==> src/hdl/glm3_fifo.sv <==
// short first-in first-out queue between front and back
module glm3_fifo #(
    parameter int DATA_W = 8,
    parameter int DEPTH  = 4
) (
    input  logic              clk,
    input  logic              rst_n,
    input  logic              push,
    input  logic [DATA_W-1:0] push_data,
    output logic              full,
    input  logic              pop,
    output logic [DATA_W-1:0] pop_data,
    output logic              empty
);

    localparam int PTR_W = $clog2(DEPTH);
    localparam int CNT_W = $clog2(DEPTH + 1);

    logic [DATA_W-1:0] mem_reg [DEPTH];
    logic [PTR_W-1:0]  wr_ptr_reg, wr_ptr_next;
    logic [PTR_W-1:0]  rd_ptr_reg, rd_ptr_next;
    logic [CNT_W-1:0]  count_reg, count_next;

    // pointer and fill level update
    always_comb
    begin
        wr_ptr_next = wr_ptr_reg;
        rd_ptr_next = rd_ptr_reg;
        count_next  = count_reg;
        if (push)
        begin
            wr_ptr_next = (wr_ptr_reg == PTR_W'(DEPTH - 1)) ? '0 : wr_ptr_reg + PTR_W'(1);
        end
        if (pop)
        begin
            rd_ptr_next = (rd_ptr_reg == PTR_W'(DEPTH - 1)) ? '0 : rd_ptr_reg + PTR_W'(1);
        end
        if (push && !pop)
        begin
            count_next = count_reg + CNT_W'(1);
        end
        else if (pop && !push)
        begin
            count_next = count_reg - CNT_W'(1);
        end
    end

    always_ff @(posedge clk or negedge rst_n)
    begin
        if (!rst_n)
        begin
            wr_ptr_reg <= '0;
            rd_ptr_reg <= '0;
            count_reg  <= '0;
        end
        else
        begin
            wr_ptr_reg <= wr_ptr_next;
            rd_ptr_reg <= rd_ptr_next;
            count_reg  <= count_next;
        end
    end

    // storage
    always_ff @(posedge clk)
    begin
        if (push)
        begin
            mem_reg[wr_ptr_reg] <= push_data;
        end
    end

    assign pop_data = mem_reg[rd_ptr_reg];
    assign full     = (count_reg == CNT_W'(DEPTH));
    assign empty    = (count_reg == '0);

endmodule

==> config.mk <==
export PLATFORM = sky130hd
export DESIGN_NAME = glm3_fifo
export DESIGN_NICKNAME = d
export VERILOG_FILES = /design/src/hdl/glm3_fifo.sv
export SDC_FILE = /design/constraint.sdc
export NUM_CORES = 1
export LEC_CHECK = 0
export BUFFER_PORTS_ARGS = -buffer_cell sky130_fd_sc_hd__buf_4
export CORE_UTILIZATION = 59
export DETAILED_ROUTE_END_ITERATION = 16
export PLACE_DENSITY = 0.86
export SYNTH_ARGS = -nofsm -noshare
export SYNTH_HDL_FRONTEND = slang
export SYNTH_SLANG_ARGS = --single-unit
==> constraint.sdc <==
create_clock -name clk -period 3.2 [get_ports clk]
set_input_delay 0.8 -clock clk [delete_from_list [all_inputs] [get_ports clk]]
set_output_delay 0.8 -clock clk [all_outputs]
set_load 0.005 [all_outputs]
---- Word-level counts from Yosys, hierarchy flattened ----
Memory sizes are Yosys's and may differ from the RTL's.
Cells that the tools add are included.
word-level totals
  register bits ........................... 7
  bits of input ports ..................... 12
  RAM bits ................................ 32
  memories kept ........................... 1
  output and inout bits ................... 10
cells by class
  reduce and logical (&&, ||, !) cells .... 6
  $add $sub $neg .......................... 4
  equal/unequal tests ..................... 3
  mux-type cells .......................... 6
memories
  name     depth  width  rd ports  clocked after Yosys merged registers in  write ports  RTL line  source
  mem_reg  4      8      1         0                                        1            19        logic [DATA_W-1:0] mem_reg [DEPTH];
operators by type and width
  operator                                          count
  2-to-1 mux 3 bit                                  2
  adder 2 x 1 -> 2 bit, second input constant       2
  == test 2 bit, second input constant              2
  2-to-1 mux 2 bit                                  2
  adder 3 x 1 -> 3 bit, second input constant       1
  == test 3 bit, second input constant              1
  zero test 3 bit                                   1
  subtractor 3 x 1 -> 3 bit, second input constant  1
  logical AND 1 bit                                 2
  zero test 1 bit                                   2
  2-to-1 mux 1 bit                                  2
  nonzero test 2 bit                                1

---- Logic depth before layout (Yosys ltp) ----
  depth in word-level cells ............... 4
  gate-level depth with buffers ........... 7

---- Worst setup path before layout ----
Ideal clock, no wire load.
  kind .................................... in2reg
  start ................................... input pop
  end ..................................... register count_reg[2]
  slack ................................... 1335 ps
  stages on the path ...................... 7
  library setup time ...................... 79 ps
  required time ........................... 3121 ps
  arrival ................................. 1786 ps
  cells stage by stage .................... inv_1 ha_1 inv_1 fa_1 xor2_1 nor2_1 xor2_1
on the way
  cells in the longest elaborated chain, start to end .. 3
  elaborated cells on any way between the ends .. 5
ends and longest elaborated chain
  what                                                    RTL line  source
  start, declared                                         11        input logic pop,
  zero test 1 bit                                         38        if (push && !pop)
  logical AND 1 bit                                       38
  2-to-1 mux 3 bit or nonzero test 2 bit (tied branches)  -
  end signal, assigned                                    60        count_reg <= count_next;
  end, declared                                           22        logic [CNT_W-1:0] count_reg, count_next;
Parallel ways exist; a longest one is shown, timed or not.
A chain may end at the register's enable or synchronous reset.

---- Worst setup path after layout ----
  start ................................... register rd_ptr_reg[0]
  end ..................................... output pop_data[5]
on the way
  cells in the longest elaborated chain, start to end .. 1
ends and longest elaborated chain
  what                     RTL line  source
  start, declared          21        logic [PTR_W-1:0] rd_ptr_reg, rd_ptr_next;
  start signal, assigned   59        rd_ptr_reg <= rd_ptr_next;
  memory read (4 x 8 bit)  -
  end, declared            12        output logic [DATA_W-1:0] pop_data,
No other way between the ends.

==> flow_summary.ini <==
[status]
outcome = completed

[cells_and_area]
n_fill_cell = 153
nets = 124
diodes = 0
area_growth_pct = 15.9
largest_reg_flops = 32
fin_area_um2 = 1820
layout-drive-gt1-share = 0.362

[global_route]
grt_pass1_wl_um = 3660
antenna_found_initial = 0
grt_pass1_vias = 800
grt_max_degree = 12
grt.total_usage = 0.205
grt.overflow.total = 0

[hold_path]
hp-class = input port to asynchronous set/reset pin

[die]
coreArea_um2 = 2500
io_pins = 22
rows = 18
die_h_um = 53.6
initial_core_util = 0.628
die_w_um = 53.6
fp.dieArea_um2 = 2870

[worst_setup_path]
reg2regPathDepth = 4
cp-start-kind = register
crit_fanout = 11
end_kind = output port
timing.rr.end = count_reg[2]$_DFFE_PN0P_
endpoint = pop_data[5]
r2r_setup_slack_ps = 1760
critPathKind = register to output port
timing.rr.start = count_reg[0]$_DFFE_PN0P_
critPathArrivalTime_ps = 1810
cp.required_ps = 2400
critPathLaunch = rd_ptr_reg[0]$_DFFE_PN0P_

[synthesis]
ys_ff_latch = 39
synth_edf_count = 32
synth_fp_nets = 98
synth.distinct_cells = 18
synthesis.area_um2 = 1570
yosysTopAreaCell = edfxtp_1
ys.flop_type = edfxtp_1
synthMostInstantiatedCell = edfxtp_1
yosys_warnings = 0
synth_top_area_share = 0.612
synth_cells = 79
synthArstFlopShare = 0.179
synth_area_leaders = edfxtp_1, mux4_2, dfrtp_1, ha_1, mux2_2
avgSynthCellArea_um2 = 19.9
yosysSeqAreaShare = 0.724
netlist_top_cells_count = edfxtp_1, mux4_2, dfrtp_1

[detailed_routing]
drtIter0Drc = 16
drc = 0
via_count = 765
drt_wl_total_um = 2360
drtAntennaViolNets = 0
viasPerCell = 5.67
dr.pass1.iters = 4
wl_per_cell_um = 17.5

[clocking]
clockBufferDepth = 2
ctsResizeCount = 0
clkTransAtPathRegs_ps = 100
insertion_delay_ps = 340
cts_hold_buffers = 0
cts_setup_buffers = 0
clkSinkCount = 39
numCtsBuffers = 5
cts_root_buffer = clkbuf_4
h-tree-depth = 2
cts_tree = done

[pwr]
power_mw = 1.51
p_per_area_nw_per_um2 = 830
leakagePower_nw = 0.688
ir_worst_vdd_uv = 639

[placement]
post_dp_cell_area_um2 = 1750
dp_hpwl_um = 1680
port_buffers = 21
gp_congestion = 0.696
place_ws_ps = 918

[sta]
drv_slew = 0
setup_viol = 0
fin_worst_skew_ps = 18.0
rsz0062_at_grt = no
fmax_mhz = 384
final.setup.worst_slack_ps = 593
tightest_slew_ps = 592
hold_viol_final = 0
slew_headroom = 0.605
fin_crit_sh = 0.815
finalCriticalPeriod_ps = 2610
tns_ps = 0

[job]
maxCapViolCount = 0
-- worst min-delay path by stage --
stage	endpoint	cells past startpoint
after floorplan	count_reg[2]$_DFFE_PN0P_	1
after global placement	count_reg[2]$_DFFE_PN0P_	1
after detailed placement	count_reg[2]$_DFFE_PN0P_	1
after CTS	rd_ptr_reg[1]$_DFFE_PN0P_	1
after global routing	count_reg[2]$_DFFE_PN0P_	1
final	count_reg[2]$_DFFE_PN0P_	1
-- cells in the final DEF (no fill, tap or decap), drive strengths merged --
cell type   n
clkbuf      6
nor3b       1
buf        21
nand3       1
inv         5
xor2        2
nor3        1
mux4        8
ha          6
o21ai       2
edfxtp     32
mux2        3
nor2        2
fa          1
and2        4
bufinv      1
nand2       1
xnor2       1
dfrtp       7
-- cells by family (layout without fill, tap and decap cells) --
kind of cell | after synthesis | after routing | synth area share
mux | 11 | 11 | 0.136
simple gates | 10 | 10 | 0.0343
buf+inv | 7 | 33 | 0.0223
fa+ha+maj | 7 | 7 | 0.0606
compound gates | 2 | 2 | 0.00637
xor+xnor | 3 | 3 | 0.0167
flops | 39 | 39 | 0.724
-- power breakdown --
part	internal [mW]	switching, mW	total [mW]
combinational	0.268	0.163	0.430
sequential	0.667	0.107	0.774
clock	0.161	0.146	0.307
-- per-layer routing --
metal | up-vias | GRT usage | wire length, um | share of wire
met1 | 390 | 0.225 | 897 | 0.38
met4 | 0 | 0.0658 | 25 | 0.011
met2 | 22 | 0.365 | 1300 | 0.55
met3 | 4 | 0.0763 | 143 | 0.061
met5 | - | 0 | 0 | 0
li1 | 349 | - | - | -
-- area by class of cell --
type | count | area, um^2 | area share
clock inverter | 1 | 30.0 | 0.0165
tap | 30 | 37.5 | 0.0206
multi-input combinational | 33 | 399 | 0.219
inverter | 5 | 18.8 | 0.0103
clock buffer | 6 | 41.3 | 0.0227
timing repair buffer | 21 | 158 | 0.0866
sequential | 39 | 1140 | 0.624
-- critical path, stage by stage (launching register included) --
cell and delay, ps:
dfrtp_1 730, mux4_2 600, buf_4 150
-- stage by stage --
step                cells  hold WS [ps]  utilization
finish                135           262        0.728
global route          135           238        0.728
CTS                   135           257        0.728
detailed placement    128           485        0.700
global placement      128           476        0.700
floorplan              79           456            -
Power figures use the tool's default switching activity.
