[config.mk]
export PLATFORM = sky130hd
export DESIGN_NAME = glm3_front
export DESIGN_NICKNAME = d
export VERILOG_FILES = /design/src/hdl/glm3_pkg.sv /design/src/hdl/glm3_front.sv
export SDC_FILE = /design/constraint.sdc
export NUM_CORES = 1
export LEC_CHECK = 0
export BUFFER_PORTS_ARGS = -buffer_cell sky130_fd_sc_hd__buf_2
export CAP_MARGIN = 10
export CORE_ASPECT_RATIO = 0.6
export CORE_MARGIN = 2
export CORE_UTILIZATION = 50
export DETAILED_ROUTE_END_ITERATION = 12
export HOLD_SLACK_MARGIN = 0.12
export PLACE_DENSITY_LB_ADDON = 0.08
export SLEW_MARGIN = 5
export SYNTH_ARGS = -nofsm -noshare
export SYNTH_HDL_FRONTEND = slang
export SYNTH_SLANG_ARGS = --single-unit
[constraint.sdc]
create_clock -name clk -period 4.7 [get_ports clk]
set_input_delay 0.94 -clock clk [delete_from_list [all_inputs] [get_ports clk]]
set_output_delay 0.94 -clock clk [all_outputs]
set_load 0.005 [all_outputs]
[src/hdl/glm3_pkg.sv]
// shared constants, types and register codes of the gray laplacian and median filter
package glm3_pkg;

    // default line store depth
    localparam int MAX_WIDTH_DEF = 2048;

    // queue between front and back
    localparam int QUEUE_DEPTH = 4;

    // field widths
    localparam int PIX_W      = 8;
    localparam int ROW_W      = 16;
    localparam int OUT_COL_W  = 11;
    localparam int WIDTH_W    = 12;
    localparam int HEIGHT_W   = 16;
    localparam int CFG_DATA_W = 16;
    localparam int CFG_IDX_W  = 1;
    localparam int IN_DATA_W  = 24;
    localparam int OUT_DATA_W = 48;
    localparam int OUT_PAD_W  = OUT_DATA_W - (ROW_W + OUT_COL_W + 2 * PIX_W);
    localparam int PROD_W     = 24;

    // register reset values
    localparam logic [WIDTH_W-1:0]  WIDTH_RESET  = 12'd640;
    localparam logic [HEIGHT_W-1:0] HEIGHT_RESET = 16'd480;

    // q0.16 luma weights, summing to 65536
    localparam logic [15:0] W_RED   = 16'd19595;
    localparam logic [15:0] W_GREEN = 16'd38470;
    localparam logic [15:0] W_BLUE  = 16'd7471;

    // configuration register indexes
    typedef enum logic [CFG_IDX_W-1:0] {
        REG_WIDTH  = 1'b0,
        REG_HEIGHT = 1'b1
    } cfg_reg_t;

    // per-item classification from the front
    typedef struct packed {
        logic emit;
        logic last;
    } item_flags_t;

endpackage

[src/hdl/glm3_front.sv]
// front end: config registers, raster counters, gray conversion and classification
module glm3_front #(
    parameter int MAX_WIDTH = 2048,
    parameter int COL_W     = $clog2(MAX_WIDTH)
) (
    input  logic                                   clk,
    input  logic                                   rst_n,
    input  logic                                   s_axis_tvalid,
    output logic                                   s_axis_tready,
    // red [7:0], green [15:8], blue [23:16]
    input  logic [glm3_pkg::IN_DATA_W-1:0]         s_axis_tdata,
    input  logic                                   cfg_we,
    input  logic [glm3_pkg::CFG_IDX_W-1:0]         cfg_index,
    input  logic [glm3_pkg::CFG_DATA_W-1:0]        cfg_data,
    output logic                                   push,
    input  logic                                   q_full,
    output logic [glm3_pkg::PIX_W-1:0]             item_gray,
    output logic [COL_W-1:0]                       item_col,
    output logic [glm3_pkg::ROW_W-1:0]             item_row,
    output glm3_pkg::item_flags_t                  item_flags
);

    import glm3_pkg::*;

    localparam int CNT_W = $clog2(MAX_WIDTH + 1);
    localparam int WID_W = (CNT_W > WIDTH_W) ? CNT_W : WIDTH_W;

    logic [WIDTH_W-1:0]  width_reg;
    logic [HEIGHT_W-1:0] height_reg;
    logic [COL_W-1:0]    col_reg, col_next;
    logic [ROW_W-1:0]    row_reg, row_next;
    logic                f_valid_reg;
    logic [PROD_W-1:0]   prod_r_reg, prod_g_reg, prod_b_reg;
    logic [COL_W-1:0]    col_item_reg;
    logic [ROW_W-1:0]    row_item_reg;
    item_flags_t         flags_item_reg;
    item_flags_t         flags_next;

    logic [WID_W-1:0]    width_ext, width_eff, width_m1;
    logic [COL_W-1:0]    col_last;
    logic [HEIGHT_W-1:0] height_eff;
    logic [ROW_W-1:0]    row_last;
    logic                accept;
    logic [PROD_W-1:0]   gray_sum;
    logic [PIX_W-1:0]    red, green, blue;

    assign red   = s_axis_tdata[PIX_W-1:0];
    assign green = s_axis_tdata[2*PIX_W-1:PIX_W];
    assign blue  = s_axis_tdata[3*PIX_W-1:2*PIX_W];

    // effective frame size: width clamped between 3 and the line store depth, height at least 3
    always_comb
    begin
        width_ext = WID_W'(width_reg);
        if (width_ext < WID_W'(3))
        begin
            width_eff = WID_W'(3);
        end
        else if (width_ext > WID_W'(MAX_WIDTH))
        begin
            width_eff = WID_W'(MAX_WIDTH);
        end
        else
        begin
            width_eff = width_ext;
        end
        width_m1   = width_eff - WID_W'(1);
        col_last   = width_m1[COL_W-1:0];
        height_eff = (height_reg < HEIGHT_W'(3)) ? HEIGHT_W'(3) : height_reg;
        row_last   = ROW_W'(height_eff - HEIGHT_W'(1));
    end

    // handshake: one staged item, drained into the queue
    assign s_axis_tready = !f_valid_reg || !q_full;
    assign accept        = s_axis_tvalid && s_axis_tready;
    assign push          = f_valid_reg && !q_full;

    // classification and raster advance
    always_comb
    begin
        flags_next.emit = (row_reg >= ROW_W'(2)) && (col_reg >= COL_W'(2));
        flags_next.last = (row_reg == row_last) && (col_reg == col_last);
        col_next = col_reg + COL_W'(1);
        row_next = row_reg;
        if (col_reg == col_last)
        begin
            col_next = '0;
            row_next = (row_reg == row_last) ? '0 : row_reg + ROW_W'(1);
        end
    end

    // control state and config registers
    always_ff @(posedge clk or negedge rst_n)
    begin
        if (!rst_n)
        begin
            width_reg   <= WIDTH_RESET;
            height_reg  <= HEIGHT_RESET;
            col_reg     <= '0;
            row_reg     <= '0;
            f_valid_reg <= 1'b0;
        end
        else
        begin
            if (cfg_we)
            begin
                unique case (cfg_reg_t'(cfg_index))
                    REG_WIDTH:  width_reg  <= cfg_data[WIDTH_W-1:0];
                    REG_HEIGHT: height_reg <= cfg_data[HEIGHT_W-1:0];
                endcase
                col_reg <= '0;
                row_reg <= '0;
            end
            else if (accept)
            begin
                col_reg <= col_next;
                row_reg <= row_next;
            end
            if (s_axis_tready)
            begin
                f_valid_reg <= s_axis_tvalid;
            end
        end
    end

    // weighted products and item position
    always_ff @(posedge clk)
    begin
        if (accept)
        begin
            prod_r_reg     <= PROD_W'(W_RED) * PROD_W'(red);
            prod_g_reg     <= PROD_W'(W_GREEN) * PROD_W'(green);
            prod_b_reg     <= PROD_W'(W_BLUE) * PROD_W'(blue);
            col_item_reg   <= col_reg;
            row_item_reg   <= row_reg;
            flags_item_reg <= flags_next;
        end
    end

    // gray is the integer part of the weighted sum
    assign gray_sum   = prod_r_reg + prod_g_reg + prod_b_reg;
    assign item_gray  = gray_sum[PROD_W-1 -: PIX_W];
    assign item_col   = col_item_reg;
    assign item_row   = row_item_reg;
    assign item_flags = flags_item_reg;

endmodule

# == Word level (Yosys, flattened, before mapping) ==
# Index checks and enable logic that the tools add are counted.
# totals
elab_cells,51
register_bits,152
output_inout_bits,39
in_bits,46
# classes
n_mux,10
n_mul,3
magnitude_cmp,5
add_sub_neg,6
bitwise,1
n_reduce_logical,12
eq_ne,2
# op_table
cell,n
16-bit two-way mux,5
11-bit two-way mux,5
"15-bit by 8-bit multiplier with 23-bit output, first input constant",2
23-bit by 24-bit adder with 24-bit output,1
24-bit by 21-bit adder with 24-bit output,1
"13-bit by 8-bit multiplier with 21-bit output, first input constant",1
"16-bit by 1-bit adder with 16-bit output, second input constant",1
16-bit equality test,1
"16-bit by 2-bit >= comparator with 1-bit output, second input constant",1
"16-bit by 2-bit < comparator with 1-bit output, second input constant",1
"16-bit by 1-bit subtractor with 16-bit output, second input constant",1
"12-bit greater-than comparator, second input constant",1
"12-bit by 2-bit < comparator with 1-bit output, second input constant",1
"11-bit by 1-bit adder with 11-bit output, second input constant",1
11-bit equality test,1
"11-bit by 2-bit >= comparator with 1-bit output, second input constant",1
"11-bit by 1-bit subtractor with 11-bit output, second input constant",1
2-bit AND reduction,3
1-bit logical AND,4
2-bit nonzero test,2
1-bit logical NOT,2
1-bit logical OR,1
1-bit inverter,1

# == Depth between registers and ports, before layout ==
# depth
ltp_word,8
ltp_mapped,17
depth_no_buf,16

# == Least setup slack after synthesis ==
# Ideal clock, no wire load.
# synth_path
path_kind,input to register
startpoint,input port s_axis_tdata[21] in the netlist's numbering
endpoint,register prod_b_reg[16] (data pin)
t_arrival_ns,4.826
path_buffers,0
cell_stages,15
t_required_ns,4.440
setup_ns,0.260
path_slack_ns,-0.386
path_cell_list,fa_1 > inv_1 > fa_1 > inv_1 > fa_1 > inv_1 > fa_1 > inv_1 > ha_1 > o21a_1 > a21o_1 > a31o_2 > a2111oi_0 > nor2_1 > xor2_1
# synth_between
elab_chain_len,1
# synth_rtl
item,line_no,rtl
"start, declared",glm3_front.sv:11,"input logic [glm3_pkg::IN_DATA_W-1:0] s_axis_tdata,"
13-bit by 8-bit multiplier with 21-bit output,glm3_front.sv:133,prod_b_reg <= PROD_W'(W_BLUE) * PROD_W'(blue);
"end signal, assigned",glm3_front.sv:133,
"end, declared",glm3_front.sv:33,"logic [PROD_W-1:0] prod_r_reg, prod_g_reg, prod_b_reg;"
# No other way between the ends.
# A chain may end at the register's enable or synchronous reset.

# == Final worst setup path ==
# layout_path
startpoint,register prod_r_reg[2]
endpoint,output port item_gray[7] in the netlist's numbering
# layout_between
elab_chain_len,2
# layout_rtl
item,line_no,rtl
"start, declared",glm3_front.sv:33,
"start signal, assigned",glm3_front.sv:131,prod_r_reg <= PROD_W'(W_RED) * PROD_W'(red);
23-bit by 24-bit adder with 24-bit output,glm3_front.sv:141,assign gray_sum = prod_r_reg + prod_g_reg + prod_b_reg;
24-bit by 21-bit adder with 24-bit output,glm3_front.sv:141,
"end, declared",glm3_front.sv:17,"output logic [glm3_pkg::PIX_W-1:0] item_gray,"
# No other way between the ends.

==> impl_metrics.json <==
{
  "status": "finished with violations",
  "violations": "setup timing",
  "post-route-util": 0.598,
  "grt_usage": 0.236,
  "routed_wl_mm": 31.6,
  "yosys_warnings": 0,
  "clk_latency_ns": 0.45,
  "overflow": 0,
  "multiInputGateArea_um2": 8560,
  "synthArstFlopShare": 0.368,
  "io_pins": 85,
  "p_per_area_nw_per_um2": 476,
  "cp.required_ns": 3.76,
  "layout_setup_ws_ns": -0.339,
  "finalNonFillerCells": 1802,
  "remaining_drc_errors": 0,
  "synth_largest_area_cell": "edfxtp_1",
  "path_cells": "fa_1 > ha_1 > a41o_1 > a2111oi_4 > a2111oi_4 > o311a_1 > o31a_1 > o41a_1 > or4_1 > and3_1 > buf_2",
  "crit_top_cell": "a2111oi_4",
  "grt_pass1_wl_mm": 51.2,
  "synth_cells": 1248,
  "antenna_found_initial": 0,
  "min_path_type": "flip-flop to flip-flop",
  "clkPwrFrac": 0.182,
  "first_iter_violations": 721,
  "slew_headroom": 0.297,
  "ys_types": 69,
  "syn_area_um2": 13400,
  "crit_path_end_kind": "primary output",
  "start_util": 0.507,
  "tightest_slew_ns": 1.05,
  "final_common_cell": "ha_1",
  "wl_per_cell_um": 17.5,
  "p_comb_frac": 0.555,
  "ys_ff_latch": 152,
  "critPathMaxFanout": 2,
  "diodes": 0,
  "port_buffers": 84,
  "dp.cells": 1764,
  "core_um2": 26400,
  "numCtsBuffers": 17,
  "drt-vias-per-instance": 5.42,
  "synth-edff-count": 96,
  "finalInstanceArea_um2": 15800,
  "cts_tree": "done",
  "syn2layout_area_growth_pct": 17.9,
  "grt_pass1_vias": 9444,
  "clock_path_buffers": 2,
  "slew_viol_final": 0,
  "setup_viol": 4,
  "die_area_um2": 28100,
  "seq_area_um2": 4290,
  "p_sw_frac": 0.389,
  "synth_top_cell_area_share": 0.216,
  "grt-busiest-layer": "met1",
  "fin_crit_ns": 5.04,
  "syn_area_per_cell_um2": 10.7,
  "whs_ns": 0.521,
  "dp_hpwl_mm": 25.1,
  "synth_area_leaders": "edfxtp_1 (22%), ha_1 (19%), fa_1 (12%)",
  "ant_nets": 0,
  "crit_type": "flip-flop to primary output",
  "grt_max_degree": 74,
  "gp_congestion": 0.895,
  "synth_flop_cell": "edfxtp_1",
  "drive_above_1_share": 0.215,
  "drt_pre_antenna_iters": 5,
  "startpoint_type": "flip-flop",
  "p_switching_mw": 2.92,
  "htree_num_levels": 4,
  "fp-row-count": 46,
  "cts_num_sinks": 152,
  "fillers": 2324,
  "ir_worst_vdd_mv": 0.449,
  "placed_area_um2": 15000,
  "finalPower_mw": 7.50,
  "rsz0062_at_grt": "yes",
  "ctsHoldBuffers": 0,
  "root_buffer": "clkbuf_16",
  "p_seq_frac": 0.263,
  "met2_usage": 0.309,
  "use_met1": 0.389,
  "cp.arrival_ns": 4.10,
  "clkSlewWorstSetupHoldPaths_ns": 0.07,
  "final_cell_mix": "ha_1 (204), inv_1 (163), buf_4 (108), edfxtp_1 (96), buf_2 (84)",
  "slowest_delay_ns": 0.50,
  "p_int_mw": 4.58,
  "critical-path-slowest-cell": "fa_1",
  "fp.dieH_um": 131,
  "final_nets": 1765,
  "clock_skew_ns": 0.00666,
  "use_met3": 0.0553,
  "fin_crit_sh": 1.07,
  "final-hold-violation-count": 0,
  "fmax_mhz": 198,
  "syn_nets": 1584,
  "maxCapViolations": 0,
  "dieWidth_um": 215,
  "vias": 9773,
  "p_leak_nw": 7.29,
  "seq_area_frac_synth": 0.321
}
## cells by family after synthesis
kind of cell / share of synthesized area
buffers and inverters: 0.0579
XOR/XNOR: 0.0596
multiplexers: 0.0250
adder cells (fa/ha/maj): 0.317
AO/OA/AOI/OAI: 0.106
AND/OR/NAND/NOR: 0.113
flip-flops: 0.321
## Yosys cell counts (6+ instances only)
library cell	number
a21oi_1	42
and2_1	9
clkbuf_1	25
fa_1	82
ha_1	208
nor4_1	24
mux2_2	27
nand2b_1	12
nand4_1	9
or2_2	8
dfstp_2	6
o21ai_0	34
a2111oi_0	8
or3_1	11
nor2_1	55
nor2b_1	21
edfxtp_1	96
dfrtp_1	50
nor3_1	31
o31ai_1	8
inv_1	167
nand2_1	43
xnor2_1	64
a32oi_1	11
o21a_1	12
a211oi_1	14
or4_1	7
xor2_1	27
a31oi_1	6
a21o_1	13
o31ai_2	7
and3_1	13
nand3_1	33
## final cells by class
cell class	count	area share
clock inverters	14	0.00873
well taps	360	0.0286
flip-flops and latches	152	0.272
repair buffers	194	0.0796
clock buffers	18	0.0279
inverters	167	0.0399
multi-input cells	897	0.543
## power groups by stage
stage | Combinational (mW) | Clock (mW) | Sequential [mW]
after floorplan | 2.55 | 0 | 1.92
after global placement | 3.75 | 0 | 2.00
after detailed placement | 3.84 | 0 | 1.99
after CTS | 4.00 | 1.39 | 1.97
after global routing | 4.69 | 1.45 | 2.00
final | 4.16 | 1.37 | 1.97
## worst max-delay path, delay by kind of cell, from the launching register on
family                     cells  cell delay, ns
DFF                            1            0.42
and+or+nand+nor                2            0.62
buffers and inverters          1            0.12
AOI/OAI and AO/OA              6            1.70
adders and majority gates      2            0.79
## metal layers
metal | part of all wire | routed length [um]
met1 | 0.56 | 17700
met2 | 0.38 | 11900
met3 | 0.058 | 1830
met4 | 0.0062 | 196
met5 | 0 | 0
## worst paths after layout
kind / start / endpoint / slack, ns / cells after the start
min in group asynchronous: rst_n / col_reg[10]$_DFFE_PN0P_ / 0.63 / 1
min reg2reg: f_valid_reg$_DFFE_PN0N_ / f_valid_reg$_DFFE_PN0N_ / 0.52 / 2
max reg2reg: width_ext[8]$_DFFE_PN0P_ / row_reg[13]$_DFFE_PN0P_ / 0.25 / 14
max in group asynchronous: rst_n / height_reg[8]$_DFFE_PN1P_ / 3.17 / 2
min: f_valid_reg$_DFFE_PN0N_ / f_valid_reg$_DFFE_PN0N_ / 0.52 / 2
max: prod_r_reg[2]$_DFFE_PP_ / item_gray[7] / -0.34 / 11
## metrics by stage
step	setup TNS [ns]	worst slack, ns
after floorplan	-0.0249	-0.0249
after global placement	-3.10	-0.378
after detailed placement	-3.90	-0.430
after CTS	-1.02	-0.433
after global routing	-1.52	-0.461
final	-0.856	-0.339
## what timing repair did
item	CTS	global route
buffers inserted	2	5
pin swaps	11	23
resized for setup	8	32
endpoints found under the setup margin	5	12
cloned	0	0
Note: power is estimated with default switching activity, not from simulation.
